<file path="src/sv/pec_pkg.sv">
// ----------------------------------------------------------------------------
// pec_pkg: shared types and constants for the pixel event centroid block
// Configuration record, register indexes, default geometry and width helpers.
// ----------------------------------------------------------------------------
package pec_pkg;

   localparam int GRID_ROWS_DEF     = 4;
   localparam int GRID_COLS_DEF     = 4;
   localparam int WIN_COL_FIRST_DEF = 1;
   localparam int WIN_COL_END_DEF   = 4;
   localparam int WIN_ROW_FIRST_DEF = 0;
   localparam int WIN_ROW_END_DEF   = 3;

   localparam int QUAL_W  = 7;
   localparam int POS_W   = 2;
   localparam int CSR_W   = 7;
   localparam int CSR_IDX_W = 3;

   localparam logic [QUAL_W-1:0] CHER_MASK_RST   = 7'b0111001;
   localparam logic [QUAL_W-1:0] VETO_MASK_RST   = 7'b1000000;
   localparam logic [QUAL_W-1:0] NOPULSE_MASK_RST = 7'b0010000;
   localparam logic [POS_W-1:0]  CHER_ROW_RST    = 2'd3;
   localparam logic [POS_W-1:0]  CHER_COL_RST    = 2'd3;
   localparam logic [POS_W-1:0]  REF_COL_RST     = 2'd0;

   typedef enum logic [CSR_IDX_W-1:0] {
      REG_CHER_MASK    = 3'd0,
      REG_VETO_MASK    = 3'd1,
      REG_NOPULSE_MASK = 3'd2,
      REG_CHER_ROW     = 3'd3,
      REG_CHER_COL     = 3'd4,
      REG_REF_COL      = 3'd5
   } csr_index_type;

   typedef struct packed {
      logic [QUAL_W-1:0] cher_mask;
      logic [QUAL_W-1:0] veto_mask;
      logic [QUAL_W-1:0] nopulse_mask;
      logic [POS_W-1:0]  cher_row;
      logic [POS_W-1:0]  cher_col;
      logic [POS_W-1:0]  ref_col;
   } cfg_type;

   // weight sum width: 16-bit samples over one event's pixels
   function automatic int sum_width(input int rows, input int cols);
      return 16 + $clog2(rows * cols);
   endfunction

   // weight times (2k+1) with k up to 15
   function automatic int coord_width(input int rows, input int cols);
      return sum_width(rows, cols) + 5;
   endfunction

   // sum of weight times 17-bit signed time difference
   function automatic int dt_width(input int rows, input int cols);
      return 34 + $clog2(rows * cols);
   endfunction

   function automatic int rec_width(input int rows, input int cols);
      return 2 + 4 * sum_width(rows, cols) + 4 * coord_width(rows, cols)
             + 2 * dt_width(rows, cols) + 34;
   endfunction

endpackage

</file>
<file path="src/sv/pec_fifo.sv">
// ----------------------------------------------------------------------------
// pec_fifo: two-entry event record queue
// Decouples pixel accumulation from the division back end.
// ----------------------------------------------------------------------------
module pec_fifo
   import pec_pkg::*;
#(
   parameter int WIDTH = rec_width(GRID_ROWS_DEF, GRID_COLS_DEF)
) (
   input  logic             clock,
   input  logic             reset,
   input  logic             push,
   input  logic [WIDTH-1:0] push_data,
   output logic             push_ready,
   input  logic             pop,
   output logic             pop_valid,
   output logic [WIDTH-1:0] pop_data
);

   logic [WIDTH-1:0] mem_ff [2];
   logic             wr_ptr_ff, wr_ptr_in, rd_ptr_ff, rd_ptr_in;
   logic [1:0]       count_ff, count_in;
   logic             do_push, do_pop;

   assign push_ready = (count_ff != 2'd2);
   assign pop_valid  = (count_ff != 2'd0);
   assign pop_data   = mem_ff[rd_ptr_ff];
   assign do_push    = push && push_ready;
   assign do_pop     = pop && pop_valid;

   always_comb begin
      wr_ptr_in = do_push ? !wr_ptr_ff : wr_ptr_ff;
      rd_ptr_in = do_pop  ? !rd_ptr_ff : rd_ptr_ff;
      count_in  = 2'(count_ff + {1'b0, do_push} - {1'b0, do_pop});
   end

   always_ff @(posedge clock) begin
      if (do_push)
         mem_ff[wr_ptr_ff] <= push_data;
   end

   always_ff @(posedge clock) begin
      if (reset) begin
         wr_ptr_ff <= 1'b0; rd_ptr_ff <= 1'b0; count_ff <= '0;
      end else begin
         wr_ptr_ff <= wr_ptr_in; rd_ptr_ff <= rd_ptr_in; count_ff <= count_in;
      end
   end

endmodule

</file>
<file path="config.mk">
export PLATFORM = sky130hd
export DESIGN_NAME = pec_fifo
export DESIGN_NICKNAME = d
export VERILOG_FILES = /design/src/sv/pec_pkg.sv /design/src/sv/pec_fifo.sv
export SDC_FILE = /design/constraint.sdc
export NUM_CORES = 1
export LEC_CHECK = 0
export BUFFER_PORTS_ARGS = -buffer_cell sky130_fd_sc_hd__buf_2
export CORE_ASPECT_RATIO = 1.4
export CORE_MARGIN = 1
export CORE_UTILIZATION = 35
export CTS_CLUSTER_SIZE = 20
export DETAILED_ROUTE_END_ITERATION = 10
export GPL_ROUTABILITY_DRIVEN = 1
export HOLD_SLACK_MARGIN = 0.12
export SYNTH_ARGS = -nofsm -noshare
export SYNTH_HDL_FRONTEND = slang
export SYNTH_SLANG_ARGS = --single-unit
</file>
<file path="constraint.sdc">
create_clock -name clock -period 12.81 [get_ports clock]
set_input_delay 1.281 -clock clock [delete_from_list [all_inputs] [get_ports clock]]
set_output_delay 1.281 -clock clock [all_outputs]
set_load 0.01 [all_outputs]
</file>
==> out/results.txt <==
outcome -> finished clean
pre-CTS WS -> 8350 ps
worst hold path class -> reg -> reg
pwr dens -> 184.8 nW/um2
Critical Path Start Type -> flop
DRC viols -> 0
CTS resizes -> 0
Avg Cell Area, Syn -> 22.88 um2
worst-skew pair later-pin latency -> 580 ps
largest net degree at the start of global routing -> 152
Final Util -> 0.4437
top cell type's share of synthesized area -> 0.8181
worst rel slew slack -> 0.2471
RR Endpoint -> mem_ff[0][212]
crit path max fanout -> 84
WP data arrival -> 3280 ps
initial antenna violation count -> 13
post-CTS setup buffers -> 0
CTS Buf Count -> 53
Critical Path RT -> 11530 ps
Synth cell types -> 24
clk sinks -> 589
Final Wtd Congestion -> 0.7404
final std cells w/o fill -> 2421
max incr delay on CP -> 1030 ps
clk slew on worst S/H paths -> 60 ps
worst r2r path cells -> 5
max cap viols -> 0
WS Path Type -> reg -> out
TritonCTS clock tree -> yes
final instance area -> 26910 um2
CP Capture Type -> primary output
Net Count, Synth -> 1234
fin nets -> 1854
register area share after synthesis -> 0.8228
core area -> 60650 um2
Worst Hold Margin -> 519.9 ps
antenna-violating nets left -> 0
vias in the first global route -> 11.56k
Area after DPL -> 25140 um2
layout cells sized above 1 -> 0.6055
H-tree levels -> 2
Leak Pwr -> 9.851 nW
most frequent cells in the layout -> buf_2 (589), edfxtp_1 (584), mux2_2 (292), clkbuf_16 (53), clkbuf_1 (12)
mapped cell area -> 21440 um2
Final Power -> 4.974 mW
row cnt -> 107
leading cell type in the layout, fill and taps excluded -> buf_2
Synthesis Warnings -> 0
critical-path cell list -> buf_4 -> mux2_2 -> buf_2
Final Hold Vio Count -> 0
GRT Total Usage -> 0.1436
first-pass GRT wire length -> 67.27 mm
wire per inst -> 19.36 um
Max Root-Sink Buffers -> 3
period utilisation layout -> 0.3559
Slowest-stage cell, CP -> dfxtp_4
die area -> 62250 um2
min cycle time layout -> 4559 ps
TritonRoute pass-1 iters -> 4
area grow syn2layout -> 25.54%
Mapped Cells -> 937
setup violators final -> 0
Area contributors post-synth -> edfxtp_1 (82%), mux2_2 (15%), buf_6 (1.6%), dfxtp_1 (0.47%), nor2_1 (0.070%)
fmax -> 0.2193 GHz
post-synth top area cell -> edfxtp_1
via/cell ratio -> 4.536
hold buffer count at CTS -> 0
r2r setup slk -> 9330 ps
worst r2r src -> count_ff[0]
Final Max Tran Viols -> 0
Cells after DPL -> 2319
port bufs -> 589
Starting DRT DRC Count -> 535
Starting Density -> 0.3534
vias -> 10.98k
fill count -> 5398
dpl hpwl -> 31.55 mm
worst-margin pin slew -> 1129 ps
Critical Path Sink -> pop_data[186]
DRT Wirelength -> 46.86 mm
min setup slack post-route -> 8251 ps
Die Y -> 294.8 um
setup TNS -> 0 ps
IO Pins -> 590
Root Driver -> clkbuf_16
clock skew -> 17.03 ps
flops & latches, synth -> 589
chip width -> 211.2 um
grt ovf -> 0
unrepaired setup endpoints after global routing -> false
peak supply drop -> 0.1474 mV
## kinds of logic after synthesis
group,synth area share
AO/OA/AOI/OAI,0.002043
XOR/XNOR,0.0004087
adder cells (fa/ha/maj),0.0005836
buffers and inverters,0.01669
flip-flops,0.8228
multiplexers,0.1534
AND/OR/NAND/NOR,0.004086
## cell usage after synthesis
cell        n
a21bo_2     1
a21oi_1     1
and2b_1     1
and3_1      2
buf_2       1
buf_6      31
dfxtp_1     5
edfxtp_1  584
ha_1        1
inv_1       1
mux2_2    292
nand2b_1    1
nand3_1     1
nand3b_1    1
nor2_1      4
nor2b_1     1
nor3_1      1
nor4_1      1
nor4bb_1    1
o21ai_0     2
o21ba_2     1
o31a_1      1
or2_2       1
xor2_1      1
## layer usage
layer  share of wire  GRT usage
met2            0.52     0.2597
met4           0.026    0.04684
met3           0.092    0.05381
met5         0.00094          0
met1            0.36     0.1523
## layout make-up
cell class | instances | area, um2 | share of cell area
diodes | 7 | 17.52 | 0.0006509
clock buffers | 65 | 1371 | 0.05096
clock inverters | 30 | 380.4 | 0.01413
inverters | 1 | 11.26 | 0.0004185
multi-input cells | 315 | 3446 | 0.1281
flip-flops and latches | 589 | 17640 | 0.6556
well taps | 817 | 1022 | 0.03799
repair buffers | 597 | 3020 | 0.1122
## critical path, delay by kind of cell, from the launching register on
| kind | cells | cell delay, ps |
|---|---|---|
| multiplexers | 1 | 460 |
| buffers and inverters | 2 | 1130 |
| flip-flops | 1 | 1030 |
## power by group
part           switching [mW]  total [mW]  internal, mW
logic                   0.519       0.955         0.436
clock network           0.671        1.61         0.941
registers              0.0637        2.41          2.34
## worst min path at each step
stage,from,end,slack (ps),depth (start not counted)
2_1_floorplan,rd_ptr_ff,flop,470,2
3_3_place_gp,rd_ptr_ff,rd_ptr_ff,480,2
3_5_place_dp,rd_ptr_ff,flop,500,2
4_1_cts,rd_ptr_ff,flop,540,2
5_1_grt,rd_ptr_ff,rd_ptr_ff,570,2
6_report,rd_ptr_ff,flop,520,2
## state kept, by name, summed over array words and instances (netlist names), named ones only
signal     count
mem_ff       584
count_ff       2
rd_ptr_ff      1
wr_ptr_ff      1
Note: power is estimated with default switching activity, not from simulation.
