$ cat src/sv/pec_pkg.sv
// ----------------------------------------------------------------------------
// pec_pkg: shared types and constants for the pixel event centroid block
// Configuration record, register indexes, default geometry and width helpers.
// ----------------------------------------------------------------------------
package pec_pkg;

   localparam int GRID_ROWS_DEF     = 4;
   localparam int GRID_COLS_DEF     = 4;
   localparam int WIN_COL_FIRST_DEF = 1;
   localparam int WIN_COL_END_DEF   = 4;
   localparam int WIN_ROW_FIRST_DEF = 0;
   localparam int WIN_ROW_END_DEF   = 3;

   localparam int QUAL_W  = 7;
   localparam int POS_W   = 2;
   localparam int CSR_W   = 7;
   localparam int CSR_IDX_W = 3;

   localparam logic [QUAL_W-1:0] CHER_MASK_RST   = 7'b0111001;
   localparam logic [QUAL_W-1:0] VETO_MASK_RST   = 7'b1000000;
   localparam logic [QUAL_W-1:0] NOPULSE_MASK_RST = 7'b0010000;
   localparam logic [POS_W-1:0]  CHER_ROW_RST    = 2'd3;
   localparam logic [POS_W-1:0]  CHER_COL_RST    = 2'd3;
   localparam logic [POS_W-1:0]  REF_COL_RST     = 2'd0;

   typedef enum logic [CSR_IDX_W-1:0] {
      REG_CHER_MASK    = 3'd0,
      REG_VETO_MASK    = 3'd1,
      REG_NOPULSE_MASK = 3'd2,
      REG_CHER_ROW     = 3'd3,
      REG_CHER_COL     = 3'd4,
      REG_REF_COL      = 3'd5
   } csr_index_type;

   typedef struct packed {
      logic [QUAL_W-1:0] cher_mask;
      logic [QUAL_W-1:0] veto_mask;
      logic [QUAL_W-1:0] nopulse_mask;
      logic [POS_W-1:0]  cher_row;
      logic [POS_W-1:0]  cher_col;
      logic [POS_W-1:0]  ref_col;
   } cfg_type;

   // weight sum width: 16-bit samples over one event's pixels
   function automatic int sum_width(input int rows, input int cols);
      return 16 + $clog2(rows * cols);
   endfunction

   // weight times (2k+1) with k up to 15
   function automatic int coord_width(input int rows, input int cols);
      return sum_width(rows, cols) + 5;
   endfunction

   // sum of weight times 17-bit signed time difference
   function automatic int dt_width(input int rows, input int cols);
      return 34 + $clog2(rows * cols);
   endfunction

   function automatic int rec_width(input int rows, input int cols);
      return 2 + 4 * sum_width(rows, cols) + 4 * coord_width(rows, cols)
             + 2 * dt_width(rows, cols) + 34;
   endfunction

endpackage

$ cat src/sv/pec_if.sv


interface pec_rsp_if;
   logic               valid;
   logic               ready;
   logic               event_accepted;
   logic [11:0]        amp_centroid_x;
   logic [11:0]        amp_centroid_y;
   logic               amp_centroid_ok;
   logic [11:0]        int_centroid_x;
   logic [11:0]        int_centroid_y;
   logic               int_centroid_ok;
   logic signed [16:0] weighted_dt_amp;
   logic signed [16:0] weighted_dt_int;
   logic signed [16:0] peak_dt_amp;
   logic signed [16:0] peak_dt_int;
   logic [1:0]         timing_flags;

   modport source (output valid, event_accepted, amp_centroid_x, amp_centroid_y,
                   amp_centroid_ok, int_centroid_x, int_centroid_y, int_centroid_ok,
                   weighted_dt_amp, weighted_dt_int, peak_dt_amp, peak_dt_int,
                   timing_flags, input ready);
   modport sink   (input valid, event_accepted, amp_centroid_x, amp_centroid_y,
                   amp_centroid_ok, int_centroid_x, int_centroid_y, int_centroid_ok,
                   weighted_dt_amp, weighted_dt_int, peak_dt_amp, peak_dt_int,
                   timing_flags, output ready);
endinterface

$ cat src/sv/pec_div.sv
// ----------------------------------------------------------------------------
// pec_div: iterative unsigned restoring divider
// Two quotient bits per step; the owner sequences load and step.
// ----------------------------------------------------------------------------
module pec_div
   import pec_pkg::*;
#(
   parameter int NUM_W = 38,
   parameter int DEN_W = 21
) (
   input  logic             clock,
   input  logic             load,
   input  logic             step,
   input  logic [NUM_W-1:0] num,
   input  logic [DEN_W-1:0] den,
   output logic [NUM_W-1:0] quo
);

   localparam int QW = 2 * ((NUM_W + 1) / 2);

   logic [QW-1:0]    q_ff, q_in;
   logic [DEN_W-1:0] rem_ff, rem_in, den_ff;

   assign quo = q_ff[NUM_W-1:0];

   always_comb begin
      logic [DEN_W:0] trial;
      rem_in = rem_ff;
      q_in   = q_ff;
      for (int i = 0; i < 2; i++) begin
         trial = {rem_in, q_in[QW-1]};
         q_in  = {q_in[QW-2:0], 1'b0};
         if (trial >= {1'b0, den_ff}) begin
            trial   = trial - {1'b0, den_ff};
            q_in[0] = 1'b1;
         end
         rem_in = trial[DEN_W-1:0];
      end
   end

   always_ff @(posedge clock) begin
      if (load) begin
         q_ff   <= QW'(num);
         rem_ff <= '0;
         den_ff <= den;
      end else if (step) begin
         q_ff   <= q_in;
         rem_ff <= rem_in;
      end
   end

endmodule

$ cat src/sv/pec_back.sv
// ----------------------------------------------------------------------------
// pec_back: per-event division and result register
// Runs six dividers side by side, then rounds, saturates and signs results.
// ----------------------------------------------------------------------------
module pec_back
   import pec_pkg::*;
#(
   parameter int GRID_ROWS = GRID_ROWS_DEF,
   parameter int GRID_COLS = GRID_COLS_DEF,
   parameter int REC_W     = rec_width(GRID_ROWS, GRID_COLS)
) (
   input  logic             clock,
   input  logic             reset,
   input  logic             q_valid,
   input  logic [REC_W-1:0] q_data,
   output logic             q_pop,
   pec_rsp_if.source        rsp
);

   localparam int W_W   = sum_width(GRID_ROWS, GRID_COLS);
   localparam int CW    = coord_width(GRID_ROWS, GRID_COLS);
   localparam int DT_W  = dt_width(GRID_ROWS, GRID_COLS);
   localparam int NUM_W = DT_W;
   localparam int DEN_W = W_W + 1;
   localparam int STEPS = (NUM_W + 1) / 2;
   localparam int CNT_W = $clog2(STEPS + 1);
   localparam int NDIV  = 6;
   localparam int D_AX = 0, D_AY = 1, D_IX = 2, D_IY = 3, D_TA = 4, D_TI = 5;

   typedef struct packed {
      logic                   veto;
      logic [W_W-1:0]         ca_w;
      logic [CW-1:0]          ca_x;
      logic [CW-1:0]          ca_y;
      logic [W_W-1:0]         ci_w;
      logic [CW-1:0]          ci_x;
      logic [CW-1:0]          ci_y;
      logic [W_W-1:0]         amp_sum;
      logic [W_W-1:0]         int_sum;
      logic signed [DT_W-1:0] amp_dt;
      logic signed [DT_W-1:0] int_dt;
      logic                   pk_amp_nz;
      logic signed [16:0]     pk_dt_amp;
      logic signed [16:0]     pk_dt_int;
   } rec_type;

   typedef enum logic [2:0] {
      ST_IDLE = 3'b001,
      ST_RUN  = 3'b010,
      ST_HOLD = 3'b100
   } state_type;

   typedef struct packed {
      logic veto, a_zero, i_zero, a_ok, i_ok, asum_zero, isum_zero;
      logic sign_a, sign_i, pk_amp_nz;
      logic signed [16:0] pk_dt_amp, pk_dt_int;
   } hold_type;

   state_type          state_ff, state_in;
   logic [CNT_W-1:0]   cnt_ff, cnt_in;
   hold_type           hold_ff, hold_in;
   rec_type            rec;
   logic               load, step, out_free, out_load;
   logic [NUM_W-1:0]   num_arr [NDIV];
   logic [DEN_W-1:0]   den_arr [NDIV];
   logic [NUM_W-1:0]   quo_arr [NDIV];
   logic [DT_W-1:0]    mag_a, mag_i;
   logic               out_valid_ff;
   logic [11:0]        ax_ff, ay_ff, ix_ff, iy_ff;
   logic signed [16:0] wa_ff, wi_ff, pa_ff, pi_ff;
   logic               acc_ff, aok_ff, iok_ff;
   logic [1:0]         flags_ff;

   function automatic logic [11:0] sat12(input logic [NUM_W-1:0] v);
      return (v > NUM_W'(4095)) ? 12'd4095 : v[11:0];
   endfunction

   function automatic logic [NUM_W-1:0] cnum(input logic [CW-1:0] s, input logic [W_W-1:0] w);
      return NUM_W'({s, 10'b0}) + NUM_W'({s, 9'b0}) + NUM_W'(w);
   endfunction

   assign rec      = q_data;
   assign load     = (state_ff == ST_IDLE) && q_valid;
   assign q_pop    = load;
   assign step     = (state_ff == ST_RUN);
   assign out_free = !out_valid_ff || rsp.ready;
   assign out_load = (state_ff == ST_HOLD) && out_free;

   assign mag_a = rec.amp_dt[DT_W-1] ? DT_W'(-rec.amp_dt) : DT_W'(rec.amp_dt);
   assign mag_i = rec.int_dt[DT_W-1] ? DT_W'(-rec.int_dt) : DT_W'(rec.int_dt);

   always_comb begin
      num_arr[D_AX] = cnum(rec.ca_x, rec.ca_w);
      num_arr[D_AY] = cnum(rec.ca_y, rec.ca_w);
      num_arr[D_IX] = cnum(rec.ci_x, rec.ci_w);
      num_arr[D_IY] = cnum(rec.ci_y, rec.ci_w);
      num_arr[D_TA] = mag_a;
      num_arr[D_TI] = mag_i;
      den_arr[D_AX] = {rec.ca_w, 1'b0};
      den_arr[D_AY] = {rec.ca_w, 1'b0};
      den_arr[D_IX] = {rec.ci_w, 1'b0};
      den_arr[D_IY] = {rec.ci_w, 1'b0};
      den_arr[D_TA] = DEN_W'(rec.amp_sum);
      den_arr[D_TI] = DEN_W'(rec.int_sum);
   end

   for (genvar g = 0; g < NDIV; g++) begin : g_div
      pec_div #(.NUM_W(NUM_W), .DEN_W(DEN_W)) u_div (
         .clock (clock),
         .load  (load),
         .step  (step),
         .num   (num_arr[g]),
         .den   (den_arr[g]),
         .quo   (quo_arr[g])
      );
   end

   always_comb begin
      hold_in = hold_ff;
      if (load) begin
         hold_in.veto      = rec.veto;
         hold_in.a_zero    = (rec.ca_w == '0);
         hold_in.i_zero    = (rec.ci_w == '0);
         // a centroid exactly at 9 mm in x or 15 mm in y is flagged invalid
         hold_in.a_ok      = (rec.ca_w != '0) && (rec.ca_x != CW'({rec.ca_w, 1'b0}) + CW'(rec.ca_w))
                             && (rec.ca_y != CW'({rec.ca_w, 2'b0}) + CW'(rec.ca_w));
         hold_in.i_ok      = (rec.ci_w != '0) && (rec.ci_x != CW'({rec.ci_w, 1'b0}) + CW'(rec.ci_w))
                             && (rec.ci_y != CW'({rec.ci_w, 2'b0}) + CW'(rec.ci_w));
         hold_in.asum_zero = (rec.amp_sum == '0);
         hold_in.isum_zero = (rec.int_sum == '0);
         hold_in.sign_a    = rec.amp_dt[DT_W-1];
         hold_in.sign_i    = rec.int_dt[DT_W-1];
         hold_in.pk_amp_nz = rec.pk_amp_nz;
         hold_in.pk_dt_amp = rec.pk_dt_amp;
         hold_in.pk_dt_int = rec.pk_dt_int;
      end
   end

   always_comb begin
      state_in = state_ff;
      cnt_in   = cnt_ff;
      case (state_ff)
         ST_IDLE: begin
            if (load) begin
               state_in = ST_RUN;
               cnt_in   = '0;
            end
         end
         ST_RUN: begin
            cnt_in = cnt_ff + 1'b1;
            if (cnt_ff == CNT_W'(STEPS - 1))
               state_in = ST_HOLD;
         end
         ST_HOLD: begin
            if (out_free)
               state_in = ST_IDLE;
         end
         default: state_in = ST_IDLE;
      endcase
   end

   always_ff @(posedge clock) begin
      if (reset) begin
         state_ff     <= ST_IDLE;
         cnt_ff       <= '0;
         out_valid_ff <= 1'b0;
      end else begin
         state_ff <= state_in;
         cnt_ff   <= cnt_in;
         if (out_load)
            out_valid_ff <= 1'b1;
         else if (rsp.ready)
            out_valid_ff <= 1'b0;
      end
   end

   always_ff @(posedge clock) begin
      hold_ff <= hold_in;
      if (out_load) begin
         acc_ff   <= !hold_ff.veto;
         ax_ff    <= (hold_ff.veto || hold_ff.a_zero) ? '0 : sat12(quo_arr[D_AX]);
         ay_ff    <= (hold_ff.veto || hold_ff.a_zero) ? '0 : sat12(quo_arr[D_AY]);
         ix_ff    <= (hold_ff.veto || hold_ff.i_zero) ? '0 : sat12(quo_arr[D_IX]);
         iy_ff    <= (hold_ff.veto || hold_ff.i_zero) ? '0 : sat12(quo_arr[D_IY]);
         aok_ff   <= !hold_ff.veto && hold_ff.a_ok;
         iok_ff   <= !hold_ff.veto && hold_ff.i_ok;
         wa_ff    <= (hold_ff.veto || hold_ff.asum_zero) ? '0 :
                     (hold_ff.sign_a ? -$signed(quo_arr[D_TA][16:0])
                                     : $signed(quo_arr[D_TA][16:0]));
         wi_ff    <= (hold_ff.veto || hold_ff.isum_zero) ? '0 :
                     (hold_ff.sign_i ? -$signed(quo_arr[D_TI][16:0])
                                     : $signed(quo_arr[D_TI][16:0]));
         pa_ff    <= hold_ff.veto ? '0 : hold_ff.pk_dt_amp;
         pi_ff    <= hold_ff.veto ? '0 : hold_ff.pk_dt_int;
         flags_ff <= hold_ff.veto ? 2'b00 : {hold_ff.pk_amp_nz, !hold_ff.asum_zero};
      end
   end

   assign rsp.valid           = out_valid_ff;
   assign rsp.event_accepted  = acc_ff;
   assign rsp.amp_centroid_x  = ax_ff;
   assign rsp.amp_centroid_y  = ay_ff;
   assign rsp.amp_centroid_ok = aok_ff;
   assign rsp.int_centroid_x  = ix_ff;
   assign rsp.int_centroid_y  = iy_ff;
   assign rsp.int_centroid_ok = iok_ff;
   assign rsp.weighted_dt_amp = wa_ff;
   assign rsp.weighted_dt_int = wi_ff;
   assign rsp.peak_dt_amp     = pa_ff;
   assign rsp.peak_dt_int     = pi_ff;
   assign rsp.timing_flags    = flags_ff;

   a_pop_idle: assert property (@(posedge clock) disable iff (reset)
      q_pop |-> (state_ff == ST_IDLE))
      else $error("queue popped while dividers busy");
   a_cnt_range: assert property (@(posedge clock) disable iff (reset)
      (state_ff == ST_RUN) |-> (cnt_ff < CNT_W'(STEPS)))
      else $error("divider step count overran");
   a_out_load: assert property (@(posedge clock) disable iff (reset)
      out_load |=> out_valid_ff)
      else $error("result lost after load");
   a_run_len: assert property (@(posedge clock) disable iff (reset)
      load |=> (state_ff == ST_RUN) && (cnt_ff == '0))
      else $error("division did not start after pop");

endmodule

$ cat src/flat_wrapper.sv
// flat-port wrapper written by rule: the top's interface ports become plain ports
module pec_back_flat import pec_pkg::*;
#(
   parameter int GRID_ROWS = GRID_ROWS_DEF,
   parameter int GRID_COLS = GRID_COLS_DEF,
   parameter int REC_W     = rec_width(GRID_ROWS, GRID_COLS)
)
  (clock, reset, q_valid, q_data, q_pop, rsp_valid, rsp_event_accepted, rsp_amp_centroid_x, rsp_amp_centroid_y, rsp_amp_centroid_ok, rsp_int_centroid_x, rsp_int_centroid_y, rsp_int_centroid_ok, rsp_weighted_dt_amp, rsp_weighted_dt_int, rsp_peak_dt_amp, rsp_peak_dt_int, rsp_timing_flags, rsp_ready);
  pec_rsp_if rsp_i ();
  input  logic clock;
  input  logic reset;
  input  logic q_valid;
  input  logic [REC_W-1:0] q_data;
  output logic q_pop;
  output wire logic [$bits(rsp_i.valid)-1:0] rsp_valid;
  output wire logic [$bits(rsp_i.event_accepted)-1:0] rsp_event_accepted;
  output wire logic [$bits(rsp_i.amp_centroid_x)-1:0] rsp_amp_centroid_x;
  output wire logic [$bits(rsp_i.amp_centroid_y)-1:0] rsp_amp_centroid_y;
  output wire logic [$bits(rsp_i.amp_centroid_ok)-1:0] rsp_amp_centroid_ok;
  output wire logic [$bits(rsp_i.int_centroid_x)-1:0] rsp_int_centroid_x;
  output wire logic [$bits(rsp_i.int_centroid_y)-1:0] rsp_int_centroid_y;
  output wire logic [$bits(rsp_i.int_centroid_ok)-1:0] rsp_int_centroid_ok;
  output wire logic [$bits(rsp_i.weighted_dt_amp)-1:0] rsp_weighted_dt_amp;
  output wire logic [$bits(rsp_i.weighted_dt_int)-1:0] rsp_weighted_dt_int;
  output wire logic [$bits(rsp_i.peak_dt_amp)-1:0] rsp_peak_dt_amp;
  output wire logic [$bits(rsp_i.peak_dt_int)-1:0] rsp_peak_dt_int;
  output wire logic [$bits(rsp_i.timing_flags)-1:0] rsp_timing_flags;
  input wire logic [$bits(rsp_i.ready)-1:0] rsp_ready;
  assign rsp_valid = rsp_i.valid;
  assign rsp_event_accepted = rsp_i.event_accepted;
  assign rsp_amp_centroid_x = rsp_i.amp_centroid_x;
  assign rsp_amp_centroid_y = rsp_i.amp_centroid_y;
  assign rsp_amp_centroid_ok = rsp_i.amp_centroid_ok;
  assign rsp_int_centroid_x = rsp_i.int_centroid_x;
  assign rsp_int_centroid_y = rsp_i.int_centroid_y;
  assign rsp_int_centroid_ok = rsp_i.int_centroid_ok;
  assign rsp_weighted_dt_amp = rsp_i.weighted_dt_amp;
  assign rsp_weighted_dt_int = rsp_i.weighted_dt_int;
  assign rsp_peak_dt_amp = rsp_i.peak_dt_amp;
  assign rsp_peak_dt_int = rsp_i.peak_dt_int;
  assign rsp_timing_flags = rsp_i.timing_flags;
  assign rsp_i.ready = rsp_ready;
  pec_back #(.GRID_ROWS(GRID_ROWS), .GRID_COLS(GRID_COLS), .REC_W(REC_W)) u_core (.clock(clock), .reset(reset), .q_valid(q_valid), .q_data(q_data), .q_pop(q_pop), .rsp(rsp_i));
endmodule
$ cat config.mk
export PLATFORM = sky130hd
export DESIGN_NAME = pec_back_flat
export DESIGN_NICKNAME = d
export VERILOG_FILES = /design/src/sv/pec_pkg.sv /design/src/sv/pec_if.sv /design/src/sv/pec_div.sv /design/src/sv/pec_back.sv /design/src/flat_wrapper.sv
export SDC_FILE = /design/constraint.sdc
export NUM_CORES = 2
export LEC_CHECK = 0
export ABC_AREA = 1
export BUFFER_PORTS_ARGS = -buffer_cell sky130_fd_sc_hd__buf_4
export CORE_ASPECT_RATIO = 1.1
export CORE_MARGIN = 1.5
export CORE_UTILIZATION = 40
export CTS_BUF_LIST = sky130_fd_sc_hd__clkbuf_4
export CTS_CLUSTER_DIAMETER = 40
export CTS_CLUSTER_SIZE = 14
export DETAILED_ROUTE_END_ITERATION = 7
export PLACE_DENSITY = 0.61
export SKIP_CTS_REPAIR_TIMING = 1
export SLEW_MARGIN = 10
export SYNTH_ARGS = -nofsm -noshare
export SYNTH_HDL_FRONTEND = slang
export SYNTH_HIERARCHICAL = 1
export SYNTH_SLANG_ARGS = --single-unit
export TNS_END_PERCENT = 30
$ cat constraint.sdc
create_clock -name clock -period 15 [get_ports clock]
set_clock_uncertainty 0.2 [all_clocks]
set_input_delay 3 -clock clock [delete_from_list [all_inputs] [get_ports clock]]
set_output_delay 3 -clock clock [all_outputs]
set_load 0.05 [all_outputs]
==> impl_metrics.yaml <==
status:
  status: "finished clean"
cts:
  cts_tree: "done"
  h-tree-depth: 3
  cts.sinks: 654
  root_buffer: "clkbuf_4"
  clk_pin_slew_worst_paths_ns: 0.09
  clk_latency_ns: 1.16
  numCtsBuffers: 121
  clockBufferDepth: 3
sta:
  fin_crit_ns: 7.31
  hold_viol: 0
  tns_ns: 0
  slew_violations: 0
  max_clock_freq_mhz: 137
  period_share_pct: 48.7
  rsz0062_at_grt: "false"
  holdWs_ns: 0.273
  setup_viol: 0
  slew_headroom_pct: 22.1
  worst_slew_pin_slew_ns: 1.16
floorplan:
  start_util_pct: 40.4
  die_w_um: 377
  core_um2: 152000
  io_pins: 419
  floorplan.rows: 150
  die_area_um2: 156000
  die_h_um: 414
grt:
  grt_pass1_vias: 56500
  grt_use_total_pct: 24.8
  grt-ovfl-total: 0
  grt_max_degree: 150
  grt_pass1_wl_um: 309000
  antenna_found_initial: 14
min_path:
  hold_path.class: "reg -> reg"
logic_synthesis:
  synth-edff-count: 519
  ys_async_sr_fraction_pct: 0
  yosysMostFrequentCell: "nand2_1"
  netlist_instances: 9052
  netlist_top_cells_count: "nand2_1, inv_1, nor2_1"
  syn-cell-area_um2: 61500
  avgSynthCellArea_um2: 6.79
  ys_warn_count: 6
  synth_area_leaders: "edfxtp_1, nand2_1, ha_1"
  yosysTopAreaCellShare_pct: 25.4
  synthFlopType: "edfxtp_1"
  synth-seq-cells: 654
  yosysUniqueCellTypes: 60
  yosys.area.top_type: "edfxtp_1"
  ys_seq_area_share_pct: 29.8
layout:
  layout.nets: 10300
  stdcell_area_um2: 68700
  fillCellCount: 15900
  stdcell_count: 11600
  drive_above_1_share_pct: 8.54
  area_delta_synth_final_pct: 11.8
setup_path:
  cpMaxStageDelayCell: "nor2_4"
  cpPeakStageDelay_ns: 0.37
  cpMostUsedCell: "buf_4"
  rr_endpoint: "u_core/g_div[3].u_div/rem_ff[15]"
  endpoint_kind: "primary output"
  path_class: "in -> out"
  crit_start: "rsp_ready"
  path_cells: "buf_4 > nor2_1 > a21oi_1 > nand2_1 > nor2_4 > buf_4"
  cp.required_ns: 11.80
  cp.arrival_ns: 4.11
  rr_startpoint: "u_core/g_div[3].u_div/quo[37]"
  path_max_fanout: 5
  cp-start-kind: "input pin"
  crit_end: "q_pop"
  reg2regPathDepth: 27
  r2r_slack_ns: 9.21
placed_design:
  io_buffer_count: 418
  dpl_cell_area_um2: 66600
  place.gp.congestion: 0.981
  dp.cells: 11400
  hpwl_um: 158000
drt:
  wirelength_um: 197000
  wl_per_cell_um: 17.0
  vias: 58500
  vias_per_cell: 5.04
  firstDrtPassIters: 6
  final_antenna_net_count: 0
  drc: 0
  drt_iter0_drc: 4316
power:
  total_power_uw: 9830
  powerDensity_nw_per_um2: 143
  vdd_drop_max_mv: 0.134
  power_leakage_uw: 0.0362
run:
  maxCapViolations: 0
worst max-delay path, delay by kind of cell:
kind	cells	cell delay [ns]
AO/OA/AOI/OAI	1	0.16
buffers and inverters	2	0.35
AND/OR/NAND/NOR	3	0.57
routing by layer:
metal,global-route usage (%),share of wire [%]
met2,42.2,47
met3,3.22,5.2
met5,0,0.053
met4,9.12,3.5
met1,31.8,44
how the worst min path moves through the flow:
stage                                     startpoint                               end  slack, ns  depth (start not counted)
finish              u_core/g_div[3].u_div/rem_ff[20]  u_core/g_div[3].u_div/rem_ff[20]       0.27                          2
global route        u_core/g_div[4].u_div/rem_ff[20]  u_core/g_div[4].u_div/rem_ff[20]       0.30                          2
CTS                 u_core/g_div[4].u_div/rem_ff[20]  u_core/g_div[4].u_div/rem_ff[20]       0.28                          2
detailed placement  u_core/g_div[4].u_div/rem_ff[20]  u_core/g_div[4].u_div/rem_ff[20]       0.26                          2
global placement    u_core/g_div[3].u_div/rem_ff[20]  u_core/g_div[3].u_div/rem_ff[20]       0.26                          2
floorplan           u_core/g_div[0].u_div/rem_ff[20]  u_core/g_div[0].u_div/rem_ff[20]       0.24                          2
power by group:
part           total, uW  leakage [uW]  switching (uW)  internal (uW)
clock network       1630       0.00112             926            706
registers           3330       0.00605             337           3000
logic               4870        0.0290            3420           1440
kinds of logic after synthesis:
| family | after synthesis | synth area share, % |
|---|---|---|
| compound gates | 797 | 7.04 |
| other cells | 1 | 0.00610 |
| simple gates | 4948 | 34.5 |
| xor+xnor | 388 | 5.58 |
| fa+ha+maj | 577 | 12.5 |
| buf+inv | 1687 | 10.7 |
| flops | 654 | 29.8 |
area by class of cell:
cell class                      count  area (um^2)  share of cell area, %
Antenna cell                        3         7.51                 0.0109
Clock buffer                      124          931                   1.35
Clock inverter                    105         1160                   1.69
Inverter                         1506         5650                   8.23
Multi-Input combinational cell   6724        36700                   53.4
Sequential cell                   654        18300                   26.6
Tap cell                         2052         2570                   3.74
Timing Repair Buffer              447         3380                   4.92
cell usage in the layout, fill, tap and decap left out, types with 11 or more instances in the layout:
cell        netlist  routed
nand2_1        3286    3286
inv_1          1490    1489
nor2_1          567     564
edfxtp_1        519     519
ha_1            517     517
a21oi_1         460     460
nand3_1         455     455
buf_4            24     445
nand4_1         294     294
xnor2_1         206     206
o21ai_0         182     182
xor2_1          180     180
dfxtp_1         135     135
clkbuf_4          0     124
nand3b_1         84      84
nor3_1           79      79
fa_1             60      60
nor4_1           63      58
o21bai_1         45      45
inv_6             0      32
nor2_2           30      31
a31oi_1          24      24
clkinv_4          0      17
inv_8             0      17
o21ai_1          17      17
a21o_1           17      17
nand2_2          15      15
inv_2            14      14
conb_1            1      14
clkinvlp_4        0      13
bufinv_16         0      12
clkinv_2          0      12
or2_2            12      12
nand3_2          11      11
and2_1           11      11
per-stage QoR:
step                      worst slack [ns]  util, %
after detailed placement              7.18     43.8
after global placement                7.31     43.8
after floorplan                      0.640        -
after CTS                             7.56     45.1
after global routing                  7.52     45.1
final                                 7.69     45.1
state kept, by name, indices dropped and copies added (netlist names), 2 cells and up:
signal and cells:
u_core/rsp.weighted_dt_amp 17, u_core/rsp.peak_dt_amp 17, u_core/rsp.timing_flags 2, u_core/cnt_ff 5
u_core/state_ff 3, u_core/rsp.weighted_dt_int 17, u_core/g_div.u_div/den_ff 126, u_core/rsp.amp_centroid_x 12
u_core/g_div.u_div/rem_ff 126, u_core/rsp.int_centroid_y 12, u_core/rsp.amp_centroid_y 12, u_core/g_div.u_div/quo 228
u_core/rsp.peak_dt_int 17, u_core/rsp.int_centroid_x 12, u_core/hold_ff 44
(Power assumes the default switching activity.)
